File: config.mk
export PLATFORM = sky130hd
export DESIGN_NAME = dhcp_option_tlv_scanner
export DESIGN_NICKNAME = d
export VERILOG_FILES = /design/src/rtl/dots_pkg.sv /design/src/rtl/dots_result_fifo.sv /design/src/rtl/dhcp_option_tlv_scanner.sv
export SDC_FILE = /design/constraint.sdc
export NUM_CORES = 1
export LEC_CHECK = 0
export ABC_AREA = 1
export BUFFER_PORTS_ARGS = -buffer_cell sky130_fd_sc_hd__buf_2
export CELL_PAD_IN_SITES_DETAIL_PLACEMENT = 1
export CELL_PAD_IN_SITES_GLOBAL_PLACEMENT = 2
export CORE_ASPECT_RATIO = 0.6
export CORE_MARGIN = 2
export CORE_UTILIZATION = 34
export DETAILED_ROUTE_END_ITERATION = 8
export GPL_TIMING_DRIVEN = 0
export HOLD_SLACK_MARGIN = 0.03
export PLACE_DENSITY = 0.72
export REMOVE_ABC_BUFFERS = 1
export SLEW_MARGIN = 20
export SYNTH_ARGS = -nofsm -noshare
export SYNTH_HDL_FRONTEND = slang
export SYNTH_SLANG_ARGS = --single-unit
export TNS_END_PERCENT = 100
File: constraint.sdc
create_clock -name clk_i -period 3.7 [get_ports clk_i]
set_input_delay 0.74 -clock clk_i [delete_from_list [all_inputs] [get_ports clk_i]]
set_output_delay 0.74 -clock clk_i [all_outputs]
set_load 0.03 [all_outputs]
File: src/rtl/dots_pkg.sv
// shared types and constants for the dhcp option tlv scanner
`default_nettype none

package dots_pkg;

  // size of the options area in bytes
  localparam int unsigned AREA_BYTES = 308;
  localparam int unsigned POS_W      = $clog2(AREA_BYTES + 1);

  // option code that ends the area
  localparam logic [7:0] END_CODE = 8'hFF;

  // result queue geometry
  localparam int unsigned FIFO_DEPTH = 4;
  localparam int unsigned FIFO_AW    = $clog2(FIFO_DEPTH);
  localparam int unsigned FIFO_CW    = $clog2(FIFO_DEPTH + 1);

  // configuration register indexes
  localparam logic REG_TARGET_CODE = 1'b0;
  localparam logic REG_SCAN_MODE   = 1'b1;

  // scan phase within one record
  typedef enum logic [1:0] {
    PH_CODE  = 2'd0,
    PH_LEN   = 2'd1,
    PH_VALUE = 2'd2
  } phase_e;

  // kind of a result word
  typedef enum logic [1:0] {
    KIND_VALUE  = 2'd0,
    KIND_CODE   = 2'd1,
    KIND_STATUS = 2'd2
  } kind_e;

  // one result word
  typedef struct packed {
    kind_e      kind;
    logic [7:0] data;
    logic [7:0] value_length;
    logic       found;
    logic [7:0] option_count;
    logic       end_of_run;
  } result_t;

endpackage

`default_nettype wire

File: src/rtl/dots_result_fifo.sv
// small result queue: takes up to two words a cycle, gives one
`default_nettype none

module dots_result_fifo
  import dots_pkg::*;
(
  input  wire logic    clk_i,
  input  wire logic    rst_ni,
  input  wire logic [1:0] push_cnt_i,
  input  wire result_t push_a_i,
  input  wire result_t push_b_i,
  output logic         space_ok_o,
  output logic         out_valid_o,
  input  wire logic    out_ready_i,
  output result_t      out_word_o
);

  result_t                mem_q [FIFO_DEPTH];
  logic [FIFO_AW-1:0]     wr_ptr_q, wr_ptr_d;
  logic [FIFO_AW-1:0]     rd_ptr_q, rd_ptr_d;
  logic [FIFO_CW-1:0]     count_q, count_d;
  logic [FIFO_AW-1:0]     wr_ptr_b;
  logic                   pop;

  // room for two more words
  assign space_ok_o  = (count_q <= FIFO_CW'(FIFO_DEPTH - 2));
  assign out_valid_o = (count_q != '0);
  assign out_word_o  = mem_q[rd_ptr_q];
  assign pop         = out_valid_o && out_ready_i;
  assign wr_ptr_b    = wr_ptr_q + FIFO_AW'(1);

  // pointer and fill bookkeeping
  always_comb begin
    wr_ptr_d = wr_ptr_q + FIFO_AW'(push_cnt_i);
    rd_ptr_d = pop ? rd_ptr_q + FIFO_AW'(1) : rd_ptr_q;
    count_d  = count_q + FIFO_CW'(push_cnt_i) - FIFO_CW'(pop);
  end

  always_ff @(posedge clk_i or negedge rst_ni) begin
    if (!rst_ni) begin
      wr_ptr_q <= '0;
      rd_ptr_q <= '0;
      count_q  <= '0;
    end else begin
      wr_ptr_q <= wr_ptr_d;
      rd_ptr_q <= rd_ptr_d;
      count_q  <= count_d;
    end
  end

  // word storage
  always_ff @(posedge clk_i) begin
    if (push_cnt_i != 2'd0) begin
      mem_q[wr_ptr_q] <= push_a_i;
    end
    if (push_cnt_i == 2'd2) begin
      mem_q[wr_ptr_b] <= push_b_i;
    end
  end

endmodule

`default_nettype wire

File: src/rtl/dhcp_option_tlv_scanner.sv
// top level of the dhcp option tlv scanner
// Usage:
//   Bytes of a DHCP options area enter on the in channel (valid/ready), one
//   word per byte with a first flag that restarts the scan. Result words
//   leave on the out channel (valid/ready): value bytes of the matching
//   option (extract mode), option codes (list mode) and one status word at
//   the end code or when the area size is reached.
//   Configuration (target code, scan mode) is written through cfg_we_i,
//   cfg_idx_i and cfg_data_i; the user writes only while the block is idle (not enforced).
// Timing and flow:
//   A byte is registered at acceptance and parsed once the result queue
//   has room; its words reach the out channel through that queue. One
//   byte is taken every cycle while the queue has room for two words; a
//   byte may yield two words (at the area end), which a four-word result
//   queue absorbs. Input ready drops only when that queue has fewer than two free places.
// Reset:
//   Clears all scan state and loads target code 53 and extract mode; a scan
//   is armed, so the first area needs no first flag.
// Stall:
//   When the receiver holds out_ready_i low the queue fills and input ready
//   falls; no word is lost or repeated.
`default_nettype none

module dhcp_option_tlv_scanner
  import dots_pkg::*;
(
  input  wire logic       clk_i,
  input  wire logic       rst_ni,
  // configuration
  input  wire logic       cfg_we_i,
  input  wire logic       cfg_idx_i,
  input  wire logic [7:0] cfg_data_i,
  // input bytes
  input  wire logic       in_valid_i,
  output logic            in_ready_o,
  input  wire logic [7:0] opt_byte_i,
  input  wire logic       first_i,
  // results
  output logic            out_valid_o,
  input  wire logic       out_ready_i,
  output logic [1:0]      kind_o,
  output logic [7:0]      data_o,
  output logic [7:0]      value_length_o,
  output logic            found_o,
  output logic [7:0]      option_count_o,
  output logic            end_of_run_o
);

  // configuration registers
  logic [7:0] target_code_q;
  logic       scan_mode_q;

  // input stage
  logic       in_valid_q;
  logic [7:0] byte_q;
  logic       first_q;

  // scan state
  phase_e           phase_q, phase_d;
  logic [POS_W-1:0] pos_q, pos_d;
  logic [7:0]       rem_q, rem_d;
  logic             cur_m_q, cur_m_d;
  logic             mf_q, mf_d;
  logic [7:0]       ml_q, ml_d;
  logic [7:0]       cnt_q, cnt_d;
  logic             done_q, done_d;

  // parse stage results
  logic       proc_fire;
  logic       space_ok;
  logic       emit_a, emit_b;
  result_t    item_a, status_w, push_a, push_b;
  logic [1:0] push_cnt;
  result_t    out_word;

  assign proc_fire  = in_valid_q && space_ok;
  assign in_ready_o = !in_valid_q || proc_fire;

  // configuration writes
  always_ff @(posedge clk_i or negedge rst_ni) begin
    if (!rst_ni) begin
      target_code_q <= 8'd53;
      scan_mode_q   <= 1'b0;
    end else if (cfg_we_i) begin
      unique case (cfg_idx_i)
        REG_TARGET_CODE: target_code_q <= cfg_data_i;
        REG_SCAN_MODE:   scan_mode_q   <= cfg_data_i[0];
        default:         target_code_q <= target_code_q;
      endcase
    end
  end

  // input register
  always_ff @(posedge clk_i or negedge rst_ni) begin
    if (!rst_ni) begin
      in_valid_q <= 1'b0;
    end else if (in_ready_o) begin
      in_valid_q <= in_valid_i;
    end
  end

  always_ff @(posedge clk_i) begin
    if (in_ready_o && in_valid_i) begin
      byte_q  <= opt_byte_i;
      first_q <= first_i;
    end
  end

  // record parser
  always_comb begin
    logic [7:0] rem_dec;

    // a first flag starts from a cleared scan
    if (first_q) begin
      phase_d = PH_CODE;
      pos_d   = '0;
      rem_d   = '0;
      cur_m_d = 1'b0;
      mf_d    = 1'b0;
      ml_d    = '0;
      cnt_d   = '0;
      done_d  = 1'b0;
    end else begin
      phase_d = phase_q;
      pos_d   = pos_q;
      rem_d   = rem_q;
      cur_m_d = cur_m_q;
      mf_d    = mf_q;
      ml_d    = ml_q;
      cnt_d   = cnt_q;
      done_d  = done_q;
    end

    rem_dec = rem_d - 8'd1;
    emit_a  = 1'b0;
    emit_b  = 1'b0;
    item_a  = '0;

    if (!done_d) begin
      unique case (phase_d)
        PH_CODE: begin
          if (byte_q == END_CODE) begin
            done_d      = 1'b1;
            emit_a      = 1'b1;
            item_a.kind = KIND_STATUS;
          end else begin
            if (cnt_d != 8'hFF) begin
              cnt_d = cnt_d + 8'd1;
            end
            cur_m_d = (byte_q == target_code_q) && !mf_d;
            if (cur_m_d) begin
              mf_d = 1'b1;
            end
            if (scan_mode_q) begin
              emit_a      = 1'b1;
              item_a.kind = KIND_CODE;
              item_a.data = byte_q;
            end
            phase_d = PH_LEN;
          end
        end
        PH_LEN: begin
          rem_d = byte_q;
          if (cur_m_d) begin
            ml_d = byte_q;
          end
          if (byte_q == 8'd0) begin
            phase_d = PH_CODE;
            cur_m_d = 1'b0;
          end else begin
            phase_d = PH_VALUE;
          end
        end
        default: begin
          if (cur_m_d && !scan_mode_q) begin
            emit_a      = 1'b1;
            item_a.kind = KIND_VALUE;
            item_a.data = byte_q;
          end
          rem_d = rem_dec;
          if (rem_dec == 8'd0) begin
            phase_d = PH_CODE;
            cur_m_d = 1'b0;
          end
        end
      endcase

      // area end closes the scan
      if (pos_d < POS_W'(AREA_BYTES)) begin
        pos_d = pos_d + POS_W'(1);
      end
      if (!done_d && pos_d >= POS_W'(AREA_BYTES)) begin
        done_d = 1'b1;
        emit_b = 1'b1;
      end
    end
  end

  // status word from the updated scan state
  always_comb begin
    status_w              = '0;
    status_w.kind         = KIND_STATUS;
    status_w.found        = mf_d;
    status_w.value_length = mf_d ? ml_d : 8'd0;
    status_w.option_count = cnt_d;
  end

  // order the words of this byte and mark the last one
  always_comb begin
    result_t a_full;

    a_full = item_a;
    if (item_a.kind == KIND_STATUS) begin
      a_full = status_w;
    end
    push_a   = '0;
    push_b   = '0;
    push_cnt = 2'd0;
    if (proc_fire) begin
      if (emit_a && emit_b) begin
        push_a            = a_full;
        push_b            = status_w;
        push_b.end_of_run = 1'b1;
        push_cnt          = 2'd2;
      end else if (emit_a) begin
        push_a            = a_full;
        push_a.end_of_run = 1'b1;
        push_cnt          = 2'd1;
      end else if (emit_b) begin
        push_a            = status_w;
        push_a.end_of_run = 1'b1;
        push_cnt          = 2'd1;
      end
    end
  end

  // scan state registers
  always_ff @(posedge clk_i or negedge rst_ni) begin
    if (!rst_ni) begin
      phase_q <= PH_CODE;
      pos_q   <= '0;
      rem_q   <= '0;
      cur_m_q <= 1'b0;
      mf_q    <= 1'b0;
      ml_q    <= '0;
      cnt_q   <= '0;
      done_q  <= 1'b0;
    end else if (proc_fire) begin
      phase_q <= phase_d;
      pos_q   <= pos_d;
      rem_q   <= rem_d;
      cur_m_q <= cur_m_d;
      mf_q    <= mf_d;
      ml_q    <= ml_d;
      cnt_q   <= cnt_d;
      done_q  <= done_d;
    end
  end

  // result queue
  dots_result_fifo u_result_fifo (
    .clk_i       (clk_i),
    .rst_ni      (rst_ni),
    .push_cnt_i  (push_cnt),
    .push_a_i    (push_a),
    .push_b_i    (push_b),
    .space_ok_o  (space_ok),
    .out_valid_o (out_valid_o),
    .out_ready_i (out_ready_i),
    .out_word_o  (out_word)
  );

  assign kind_o         = out_word.kind;
  assign data_o         = out_word.data;
  assign value_length_o = out_word.value_length;
  assign found_o        = out_word.found;
  assign option_count_o = out_word.option_count;
  assign end_of_run_o   = out_word.end_of_run;

endmodule

`default_nettype wire

Word level (Yosys, flattened, before mapping)
Memory sizes are Yosys's and may differ from the RTL's.
Index checks and enable logic that the tools add are counted.
- flip-flop bits (word level): 64
- output and inout bits: 30
- memories: 1
- logic and storage cells: 122
- RAM bits: 112
- memory list (memory ; depth ; width ; rd ports ; clocked after memory_dff ; wr ports ; RTL line ; RTL):
    u_result_fifo.mem_q ; 4 ; 28 ; 1 ; 0 ; 2 ; dots_result_fifo.sv:18 ; result_t mem_q [FIFO_DEPTH];
- add/sub/neg operators: 8
- bitwise operators: 1
- magnitude comparators: 3
- eq/ne operators: 6
- multiplexer cells: 68
- reductions and logical operators: 19
- operators by type and width (kind ; number):
    two-way mux 28 bit ; 7
    two-way mux 8 bit ; 14
    two-way mux 9 bit ; 5
    two-way mux 1 bit ; 28
    case mux 10 bit (2 select lines) ; 1
    logical NOT 8 bit ; 2
    two-way mux 2 bit ; 8
    case mux 8 bit (2 select lines) ; 1
    two-way mux 10 bit ; 1
    adder 9 x 1 -> 9 bit, second input constant ; 1
    greater-or-equal comparator 9 bit, second input constant ; 1
    less-than comparator 9 bit, second input constant ; 1
    adder 8 x 1 -> 8 bit, second input constant ; 1
    equality test 8 bit ; 1
    equality test 8 bit, second input constant ; 1
    inequality test 8 bit, second input constant ; 1
    subtractor 8 x 1 -> 8 bit, second input constant ; 1
    logical AND 1 bit ; 7
    adder 2 x 1 -> 2 bit, second input constant ; 2
    equality test 2 bit, second input constant ; 2
    logical NOT 1 bit ; 4
    case mux 1 bit (2 select lines) ; 2
    case mux 2 bit (2 select lines) ; 1
    AND reduction 2 bit ; 2
    other kinds (10) ; 10

Depth between registers and ports, before layout
Gate-level depths: netlist of the first run.
- depth after elaboration: 15
- mapped depth: 26
- depth with buffers taken out: 23

Modules after synthesis
Synthesis of the first run repeated with hierarchy kept, for this count alone.
- cell total of the unflattened synthesis: 1320
- area total of the unflattened synthesis: 10246.1 um^2
- modules (own cells, without submodules) (module ; cells each ; instances ; area an instance (um^2)):
    dots_result_fifo ; 791 ; 1 ; 6372.4
    dhcp_option_tlv_scanner ; 529 ; 1 ; 3873.7

Least setup slack after synthesis of the first run
No wires, ideal clock.
- path kind: register to register
- start: register first_q
- end: memory u_result_fifo.mem_q[3][0] (netlist bit), enable pin
- arrival: 3.506 ns
- setup slack: -0.182 ns
- setup time: 0.376 ns
- path buffers: 3
- clock period less this slack: 3.882 ns
- cell stages (with the launch flop): 23
- required time: 3.324 ns
- path through: edfxtp_1 -> buf_6 -> clkbuf_1 -> nor2_1 -> ha_1 -> nand2_1 -> o21ai_0 -> nand2_1 -> nand2_1 -> nand2_1 -> nor2_1 -> nand2_1 -> nand2_2 -> nand3_4 -> inv_1 -> ha_1 -> inv_1 -> nor2_4 -> nor2_1 -> nor2_2 -> inv_1 -> clkbuf_1 -> nand2_1
- RTL lines (element ; RTL line ; RTL):
    from (decl) ; dhcp_option_tlv_scanner.sv:56 ; logic first_q;
    from (signal assigned) ; dhcp_option_tlv_scanner.sv:105 ; first_q <= first_i;
    to (decl) ; dots_result_fifo.sv:18 ;

Worst setup path in the final report of the first run
- start: register u_result_fifo.rd_ptr_q[1]
- end: output kind_o[1]
- cells in the longest elaborated chain, start to end: 1
- ends and longest elaborated chain (element ; RTL line ; RTL):
    from (decl) ; dots_result_fifo.sv:20 ; logic [FIFO_AW-1:0] rd_ptr_q, rd_ptr_d;
    from (signal assigned) ; dots_result_fifo.sv:46 ; rd_ptr_q <= rd_ptr_d;
    memory (4 x 28 bit) ; - ;
    to (decl) ; dhcp_option_tlv_scanner.sv:41 ; output logic [1:0] kind_o,
Every way passes these cells.

==> results of run 1 <==
cell type report:
type,count,share of cell area (%)
clock inverters,7,0.357
clock buffers,25,4.91
multi-input cells,746,39.1
repair buffers,88,5.71
well taps,360,4.02
flip-flops and latches,176,41.5
inverters,101,4.26
repair inverters,2,0.145
flip-flops by register name, summed over array words and instances, names as in the netlist, 2 cells and up:
signal / count
byte_q: 8
cnt_q: 8
ml_q: 8
phase_q: 2
pos_q: 9
rem_q: 8
target_code_q: 8
u_result_fifo.count_q: 3
u_result_fifo.mem_q: 112
u_result_fifo.rd_ptr_q: 2
u_result_fifo.wr_ptr_q: 2
layout by cell type (no fill, tap or decap), drive strengths merged, types with 4 or more instances in the layout:
cell	instances
o21ai	176
nand2	159
nor2	132
nand3	112
inv	100
buf	88
edfxtp	85
dfrtp	51
a21oi	47
o22ai	38
dfxtp	36
clkbuf	25
nand4	17
xnor2	11
ha	9
xor2	7
mux2	7
nor3	6
clkinv	6
a31oi	5
a22oi	5
a2bb2oi	4
dfstp	4
power by group through the flow:
stage / sequential [mW] / clock, mW / combinational [mW]
after CTS: 2.74 / 1.88 / 3.54
after detailed placement: 2.79 / 0 / 3.34
after global placement: 2.84 / 0 / 3.20
after global routing: 2.79 / 1.95 / 4.06
after floorplan: 2.68 / 0 / 2.28
final: 2.75 / 1.85 / 3.68
critical path, delay by kind of cell (launching register included):
kind / cells / cell delay, ps
buffers and inverters: 2 / 1050
flip-flops: 1 / 830
AO/OA/AOI/OAI: 2 / 460
path summary, 6_finish.rpt:
| kind | startpoint | endpoint | cells past startpoint |
|---|---|---|---|
| worst max-delay path | u_result_fifo.rd_ptr_q[1] | kind_o[1] | 4 |
| worst min-delay path | rst_ni | mf_q | 1 |
| worst max register to register | first_q | u_result_fifo.mem_q[0][13] | 23 |
| worst min register to register | u_result_fifo.mem_q[3][26] | u_result_fifo.mem_q[3][26] | 2 |
| max in group asynchronous | rst_ni | target_code_q[2] | 2 |
| min in group clk_i | opt_byte_i[6] | byte_q[6] | 1 |
metal layers:
layer	track usage [%]	up-vias	routed length [um]
met3	4.24	16	1630
met5	0	-	0
met1	32.5	4022	16400
li1	-	3851	-
met2	33.0	183	13400
met4	5.23	0	257
Yosys cell counts, drive strengths merged (4+ instances only):
cell / count / area (um2)
xor2: 7 / 61.3
clkbuf: 36 / 135
o22ai: 38 / 238
nand2: 152 / 603
dfstp: 4 / 105
xnor2: 11 / 96.3
o21ai: 176 / 896
nor2: 132 / 578
clkinv: 4 / 15.0
dfrtp: 51 / 1280
nor3: 6 / 46.3
buf: 12 / 105
a21oi: 47 / 235
a2bb2oi: 4 / 35.0
dfxtp: 36 / 721
nand3: 108 / 621
mux2: 7 / 78.8
edfxtp: 85 / 2550
a22oi: 5 / 37.5
a31oi: 5 / 31.3
nand4: 17 / 106
ha: 9 / 113
inv: 97 / 367
logic make-up after synthesis:
group           after synthesis  share of synthesized area, %
compound gates              282                          16.7
fa+ha+maj                    10                          1.45
flops                       176                          50.9
xor+xnor                     18                          1.72
simple gates                418                          21.6
mux                           7                         0.862
buf+inv                     149                          6.80
repair_timing:
action	in CTS	in global routing
setup endpoints to repair	191	182
gates cloned	2	11
buffers inserted	10	23
gates resized for setup	67	57
pin swaps	3	12
==> impl_metrics.json, run 1 <==
{
  "vias": 8072,
  "p_clk_share_pct": 22.3,
  "regArea_mm2": 0.00466,
  "powerDensity_mw_per_mm2": 738,
  "wire_per_inst_um": 21.0,
  "ys_warn_count": 0,
  "cellLeakagePower_nw": 4.26,
  "synth_edf_count": 85,
  "grt_pass1_vias": 7685,
  "finalSetupViolations": 0,
  "grt_max_degree": 46,
  "synthCells": 1060,
  "clock_latency_ps": 460,
  "worstSetupEndpointType": "output port",
  "grt-ovfl-total": 0,
  "avgSynthCellArea_um2": 8.63,
  "cp_data_required_time_ps": 2960,
  "async_flop_share_pct": 31.3,
  "comb_power_share_pct": 44.5,
  "dp_worst_setup_slack_ps": -2150,
  "num-fill-cells": 3065,
  "multiInputGateArea_mm2": 0.00439,
  "clkSinkCount": 176,
  "vias_per_cell": 5.36,
  "drt-initial-drc-count": 479,
  "dp_hpwl_um": 19700,
  "synth-seq-area-share_pct": 50.9,
  "skew_ps": 11.6,
  "dieArea_mm2": 0.0283,
  "fin_crit_ps": 3600,
  "final.setup.tns_ps": 0,
  "critPathSlowestCell": "clkinvlp_4",
  "route.detailed.drc": 0,
  "initial_core_util_pct": 34.6,
  "status": "finished clean",
  "ys_ff_latch": 176,
  "post-route-period-util_pct": 97.2,
  "hold_class": "in2async",
  "die_height_um": 131,
  "whs_ps": 140,
  "postLayoutCellArea_mm2": 0.0112,
  "grt_use_total_pct": 22.0,
  "core_mm2": 0.0264,
  "cp_slowest_stage_delay_ps": 850,
  "reg2reg_slack_ps": 180,
  "die_w_um": 216,
  "nets": 1165,
  "crit_arrival_ps": 2860,
  "fin_ws_ps": 104,
  "p_sw_share_pct": 45.8,
  "slew_viol_final": 0,
  "io_buffers": 52,
  "wl_um": 31600,
  "cp_max_fo": 29,
  "max_freq_mhz": 278,
  "grt_pass1_wl_um": 46400,
  "tritoncts": "yes",
  "slew_headroom_pct": 19.4,
  "crit_type": "reg2out",
  "syn2layout_area_growth_pct": 22.6,
  "synth_area_mm2": 0.00915,
  "drtAntennaViolNets": 0,
  "post_dp_cell_area_mm2": 0.00969,
  "intPower_mw": 4.49,
  "cts_made_buffers": 17,
  "max_slew.worst_pin.slew_ps": 1210,
  "vdd_drop_max_uv": 396,
  "dp.cells": 1427,
  "max_cap_violations": 0,
  "switchingPower_mw": 3.79,
  "drive_above_1_share_pct": 22.5,
  "rows": 46,
  "instances_no_fill": 1505,
  "clock_path_buffers": 2,
  "antenna_found_initial": 0,
  "seqPwrFrac_pct": 33.2,
  "post-route-util_pct": 42.5,
  "drtPass1Iterations": 5,
  "diodes": 0,
  "power_mw": 8.28,
  "cts_hold_buffers": 0,
  "ios": 53,
  "gp_congestion": 0.817,
  "htreeDepth": 4,
  "startpoint_type": "flip-flop",
  "root_buffer": "clkbuf_16",
  "hold_viol": 0,
  "clk_pin_slew_ps": 70,
  "synthFlopType": "edfxtp_1",
  "cp_cell_sequence": "clkinvlp_4 -> o21ai_0 -> o22ai_1 -> buf_2",
  "ys_types": 51
}
(Power assumes the default switching activity.)
==> inputs of run 2 (changes only) <==
==> constraint.sdc (replaced) <==
create_clock -name clk_i -period 3.7 [get_ports clk_i]
set_input_delay 0.925 -clock clk_i [delete_from_list [all_inputs] [get_ports clk_i]]
set_output_delay 0.925 -clock clk_i [all_outputs]
set_load 0.03 [all_outputs]
==> run 2 against run 1 <==
Net effect: sequential share of layout area is essentially flat; largest power group unchanged; register-to-register slack is essentially flat; highest routed layer unchanged; fmax grew 2.1%.
==> impl_metrics.json, run 2 (same netlist as run 1, synthesis figures left out) <==
{
  "grt-ovfl-total": 0,
  "ios": 53,
  "skew_ps": 8.80,
  "slew_headroom_pct": 21.1,
  "max_freq_mhz": 284,
  "route.detailed.drc": 0,
  "diodes": 0,
  "crit_arrival_ps": 3830,
  "initial_core_util_pct": 34.6,
  "met2_usage_pct": 33.2,
  "drive_above_1_share_pct": 22.6,
  "largest_reg_flops": 112,
  "startpoint_type": "flip-flop",
  "antenna_found_initial": 0,
  "wl_um": 31500,
  "cts_hold_buffers": 0,
  "grt_pass1_vias": 7687,
  "gp_congestion": 0.817,
  "vias": 7986,
  "dieArea_mm2": 0.0283,
  "clock_path_buffers": 2,
  "drtPass1Iterations": 4,
  "grtUsageMet1_pct": 32.5,
  "rows": 46,
  "top_usage_layer": "met2",
  "powerDensity_mw_per_mm2": 738,
  "core_mm2": 0.0264,
  "cellLeakagePower_nw": 4.23,
  "crit_type": "reg2reg",
  "nets": 1163,
  "fin_crit_ps": 3520,
  "reg_top3": "u_result_fifo.mem_q: 112 flops, pos_q: 9 flops",
  "final_common_cell": "o21ai_0",
  "vias_per_cell": 5.31,
  "drtAntennaViolNets": 0,
  "io_buffers": 52,
  "die_height_um": 131,
  "max_flop_register": "u_result_fifo.mem_q",
  "slew_viol_final": 0,
  "cp_data_required_time_ps": 4010,
  "tritoncts": "yes",
  "dp_hpwl_um": 19700,
  "clkSinkCount": 176,
  "cp_max_fo": 9,
  "vdd_drop_max_uv": 391,
  "final.setup.tns_ps": 0,
  "grt_use_total_pct": 22.0,
  "clock_latency_ps": 450,
  "hold_class": "in2async",
  "die_w_um": 216,
  "post-route-period-util_pct": 95.2,
  "syn2layout_area_growth_pct": 22.5,
  "htreeDepth": 4,
  "status": "finished clean",
  "grt_pass1_wl_um": 46400,
  "worstSetupEndpointType": "flip-flop",
  "grt_max_degree": 46,
  "root_buffer": "clkbuf_16",
  "max_slew.worst_pin.slew_ps": 1180,
  "hold_viol": 0,
  "finalSetupViolations": 0,
  "num-fill-cells": 3058,
  "drt-initial-drc-count": 503,
  "clk_pin_slew_ps": 70,
  "mostFrequentLayoutCells": "o21ai_0, nand2_1, nor2_1, nand3_1, edfxtp_1",
  "power_mw": 8.27,
  "grt_use_met3_pct": 4.24,
  "max_cap_violations": 0,
  "wire_per_inst_um": 20.9,
  "cts_made_buffers": 17
}
run 2: changes by cell type in the layout (fill, tap and decap cells not counted), moves of 2 or more:
cell,before,now
a21oi_1,18,16
a21oi_2,29,31
buf_6,0,2
buf_4,29,27
nand2_4,12,10
run 2: layout make-up:
cell class	instances	area [um2]	share of cell area, %
clock buffers	25	551	4.91
clock inverters	7	40.0	0.357
inverters	101	478	4.26
multi-input cells	745	4390	39.2
flip-flops and latches	176	4660	41.6
well taps	360	450	4.02
repair buffers	87	628	5.60
repair inverters	2	16.3	0.145
run 2: stage by stage:
stage / instance area, um2 / cells / setup WS (ps) / hold WS, ps / utilization [%]
floorplan: 8910 / 1012 / -218 / 443 / -
global placement: 9620 / 1424 / -2060 / 454 / 36.4
detailed placement: 9690 / 1427 / -2150 / 460 / 36.7
CTS: 10700 / 1471 / -9.10 / 315 / 40.5
global route: 11200 / 1503 / -36.2 / 325 / 42.4
finish: 11200 / 1503 / 177 / 329 / 42.4
run 2: final timing paths:
path                                       startpoint                    endpoint  slack, ps  depth (start not counted)
max in group asynchronous                      rst_ni            target_code_q[2]       2840                          2
max reg2reg                                   first_q  u_result_fifo.mem_q[0][16]        180                         23
min in group clk_i         u_result_fifo.mem_q[1][26]  u_result_fifo.mem_q[1][26]        480                          2
min                                            rst_ni                  in_valid_q        330                          1
max                                           first_q  u_result_fifo.mem_q[0][16]        180                         23
min reg2reg                u_result_fifo.mem_q[1][26]  u_result_fifo.mem_q[1][26]        480                          2
run 2: metal layers:
layer  part of all wire, %  routed length, um
met1                    53              16600
met2                    42              13300
met3                   4.2               1320
met4                  0.86                270
met5                     0                  0
run 2: critical path, cell delays in order, from the launching register on:
cell	delay, ps
edfxtp_1	510
buf_4	200
nor2_2	130
ha_2	220
buf_12	120
xnor2_1	100
nand3_1	80
nand2_1	100
inv_1	70
nand2_1	50
nand2_1	90
nand2_2	100
nand3_4	100
inv_2	100
ha_4	160
inv_4	70
nor2_4	140
inv_2	80
nor2_4	150
inv_1	110
nor2_4	230
buf_12	160
nand2_8	100
a21oi_2	190
run 2: repair_timing:
item | in CTS | in global routing
setup endpoints to repair | 203 | 177
pin swaps | 3 | 17
gates cloned | 2 | 10
setup buffers | 10 | 22
gates resized for setup | 69 | 61
run 2: report_power, final:
group,total (mW),internal (mW),switching [mW],leakage (nW)
logic,3.68,1.04,2.64,2.21
registers,2.75,2.41,0.337,1.72
clock network,1.85,1.04,0.814,0.299
total,8.27,4.49,3.79,4.23
==> inputs of run 3 (changes only) <==
--- a/config.mk
+++ b/config.mk
@@ -9,13 +9,13 @@
 export BUFFER_PORTS_ARGS = -buffer_cell sky130_fd_sc_hd__buf_2
 export CELL_PAD_IN_SITES_DETAIL_PLACEMENT = 1
 export CELL_PAD_IN_SITES_GLOBAL_PLACEMENT = 2
-export CORE_ASPECT_RATIO = 0.6
+export CORE_ASPECT_RATIO = 1.5
 export CORE_MARGIN = 2
 export CORE_UTILIZATION = 34
 export DETAILED_ROUTE_END_ITERATION = 8
 export GPL_TIMING_DRIVEN = 0
 export HOLD_SLACK_MARGIN = 0.03
-export PLACE_DENSITY = 0.72
+export PLACE_DENSITY_LB_ADDON = 0.05
 export REMOVE_ABC_BUFFERS = 1
 export SLEW_MARGIN = 20
 export SYNTH_ARGS = -nofsm -noshare
==> run 3 against run 2 <==
Net effect: clock skew about the same; setup slack improved by 1.9 ps; total power fell by 1.9%; sequential share of layout area grew 1.3 points; wire length is 2.1% lower; critical path type is now reg2out; count of clock-buffer cells in the layout is 2 lower.
==> impl_metrics.json, run 3 (same netlist as run 1, synthesis figures left out) <==
{
  "switchingPower_mw": 3.70,
  "initial_core_util_pct": 34.5,
  "drt-initial-drc-count": 407,
  "gp_congestion": 0.780,
  "reg_top3": "u_result_fifo.mem_q: 112 flops, pos_q: 9 flops",
  "vias_per_cell": 5.37,
  "route.detailed.drc": 0,
  "root_buffer": "clkbuf_16",
  "max_freq_mhz": 284,
  "dp.cells": 1403,
  "final_common_cell": "o21ai_0",
  "clkSinkCount": 176,
  "vdd_drop_max_uv": 503,
  "post_dp_cell_area_mm2": 0.00965,
  "reg2reg_slack_ps": 200,
  "crit_type": "reg2out",
  "status": "finished clean",
  "vias": 7850,
  "io_buffers": 52,
  "power_mw": 8.12,
  "postLayoutCellArea_mm2": 0.0109,
  "core_mm2": 0.0265,
  "skew_ps": 9.14,
  "finalSetupViolations": 0,
  "drtPass1Iterations": 4,
  "r2r-start": "first_q",
  "p_sw_share_pct": 45.6,
  "startpoint_type": "flip-flop",
  "largest_reg_flops": 112,
  "die_w_um": 138,
  "dp_worst_setup_slack_ps": -2210,
  "fin_crit_ps": 3520,
  "drtAntennaViolNets": 0,
  "cp_max_fo": 59,
  "drive_above_1_share_pct": 19.4,
  "slew_headroom_pct": 37.3,
  "worstSetupEndpointType": "output port",
  "max_cap_violations": 0,
  "mostFrequentLayoutCells": "o21ai_0, nand2_1, nor2_1, nand3_1, edfxtp_1",
  "cts_made_buffers": 17,
  "whs_ps": 302,
  "ios": 53,
  "tritoncts": "yes",
  "hold_viol": 0,
  "dieArea_mm2": 0.0283,
  "rows": 73,
  "cellLeakagePower_nw": 4.11,
  "syn2layout_area_growth_pct": 18.8,
  "wl_um": 30800,
  "intPower_mw": 4.42,
  "grt_use_total_pct": 22.8,
  "powerDensity_mw_per_mm2": 747,
  "grt_pass1_wl_um": 47200,
  "p_clk_share_pct": 22.5,
  "clk_pin_slew_ps": 60,
  "grt_max_degree": 60,
  "seqPwrFrac_pct": 34.5,
  "diodes": 0,
  "clock_latency_ps": 460,
  "grt_pass1_vias": 7993,
  "fin_ws_ps": 179,
  "die_height_um": 205,
  "hold_class": "in2async",
  "clock_path_buffers": 2,
  "nets": 1145,
  "htreeDepth": 4,
  "wire_per_inst_um": 21.1,
  "cts_hold_buffers": 0,
  "max_slew.worst_pin.slew_ps": 938,
  "comb_power_share_pct": 43.0,
  "max_flop_register": "u_result_fifo.mem_q",
  "dp_hpwl_um": 19600,
  "crit_arrival_ps": 2600,
  "r2r-end": "u_result_fifo.mem_q[3][14]",
  "post-route-period-util_pct": 95.2,
  "antenna_found_initial": 0,
  "grt-ovfl-total": 0,
  "instances_no_fill": 1462,
  "slew_viol_final": 0,
  "rr_worst_depth": 22,
  "cp_data_required_time_ps": 2770
}
run 3: layout make-up:
| class | instances | area (um2) |
|---|---|---|
| sequential | 176 | 4660 |
| timing repair inverter | 3 | 21.3 |
| tap | 337 | 422 |
| inverter | 101 | 432 |
| multi-input combinational | 739 | 4240 |
| clock inverter | 9 | 81.3 |
| clock buffer | 23 | 503 |
| timing repair buffer | 74 | 514 |
| fill | 3117 | 15600 |
run 3: worst max path at each step:
stage	slack [ps]	cells past startpoint	to	from
after CTS	2	25	u_result_fifo.mem_q[0][15]	first_q
after global routing	-10	22	u_result_fifo.mem_q[3][9]	first_q
after global placement	-2210	19	u_result_fifo.mem_q[3][13]	first_q
after detailed placement	-2210	19	u_result_fifo.mem_q[3][15]	first_q
after floorplan	-220	19	u_result_fifo.mem_q[3][0]	first_q
final	180	5	data_o[3]	u_result_fifo.rd_ptr_q[0]
run 3: repair_timing:
item,in CTS,in global routing
setup endpoints to repair,204,182
pin swaps,6,12
buffers inserted,18,2
gates cloned,5,2
resized for setup,67,27
run 3: routing by layer:
metal  global-route usage (%)  up-vias  share of wire [%]
met5                        0        -                  0
li1                         -     3790                  -
met3                     3.46       46                2.6
met4                     9.22        0                3.0
met2                     39.7      119                 51
met1                     27.9     3895                 43
run 3: power by group through the flow:
stage	clock, mW	combinational, mW	sequential (mW)
3_5_place_dp	0	3.27	2.86
4_1_cts	1.87	3.49	2.80
6_report	1.82	3.49	2.80
5_1_grt	1.95	3.86	2.85
3_3_place_gp	0	3.24	2.85
2_1_floorplan	0	2.28	2.68
run 3: metrics by stage:
step                util, %  setup TNS [ps]
floorplan                 -          -12060
CTS                    40.5               0
global placement       36.2         -366620
finish                 41.0               0
global route           41.0            -129
detailed placement     36.4         -322620
run 3: worst max-delay path: stages (launching register included):
cell and delay (ps):
dfrtp_4 880, inv_2 410, buf_12 290, o21ai_0 180
o22ai_1 130, buf_2 200
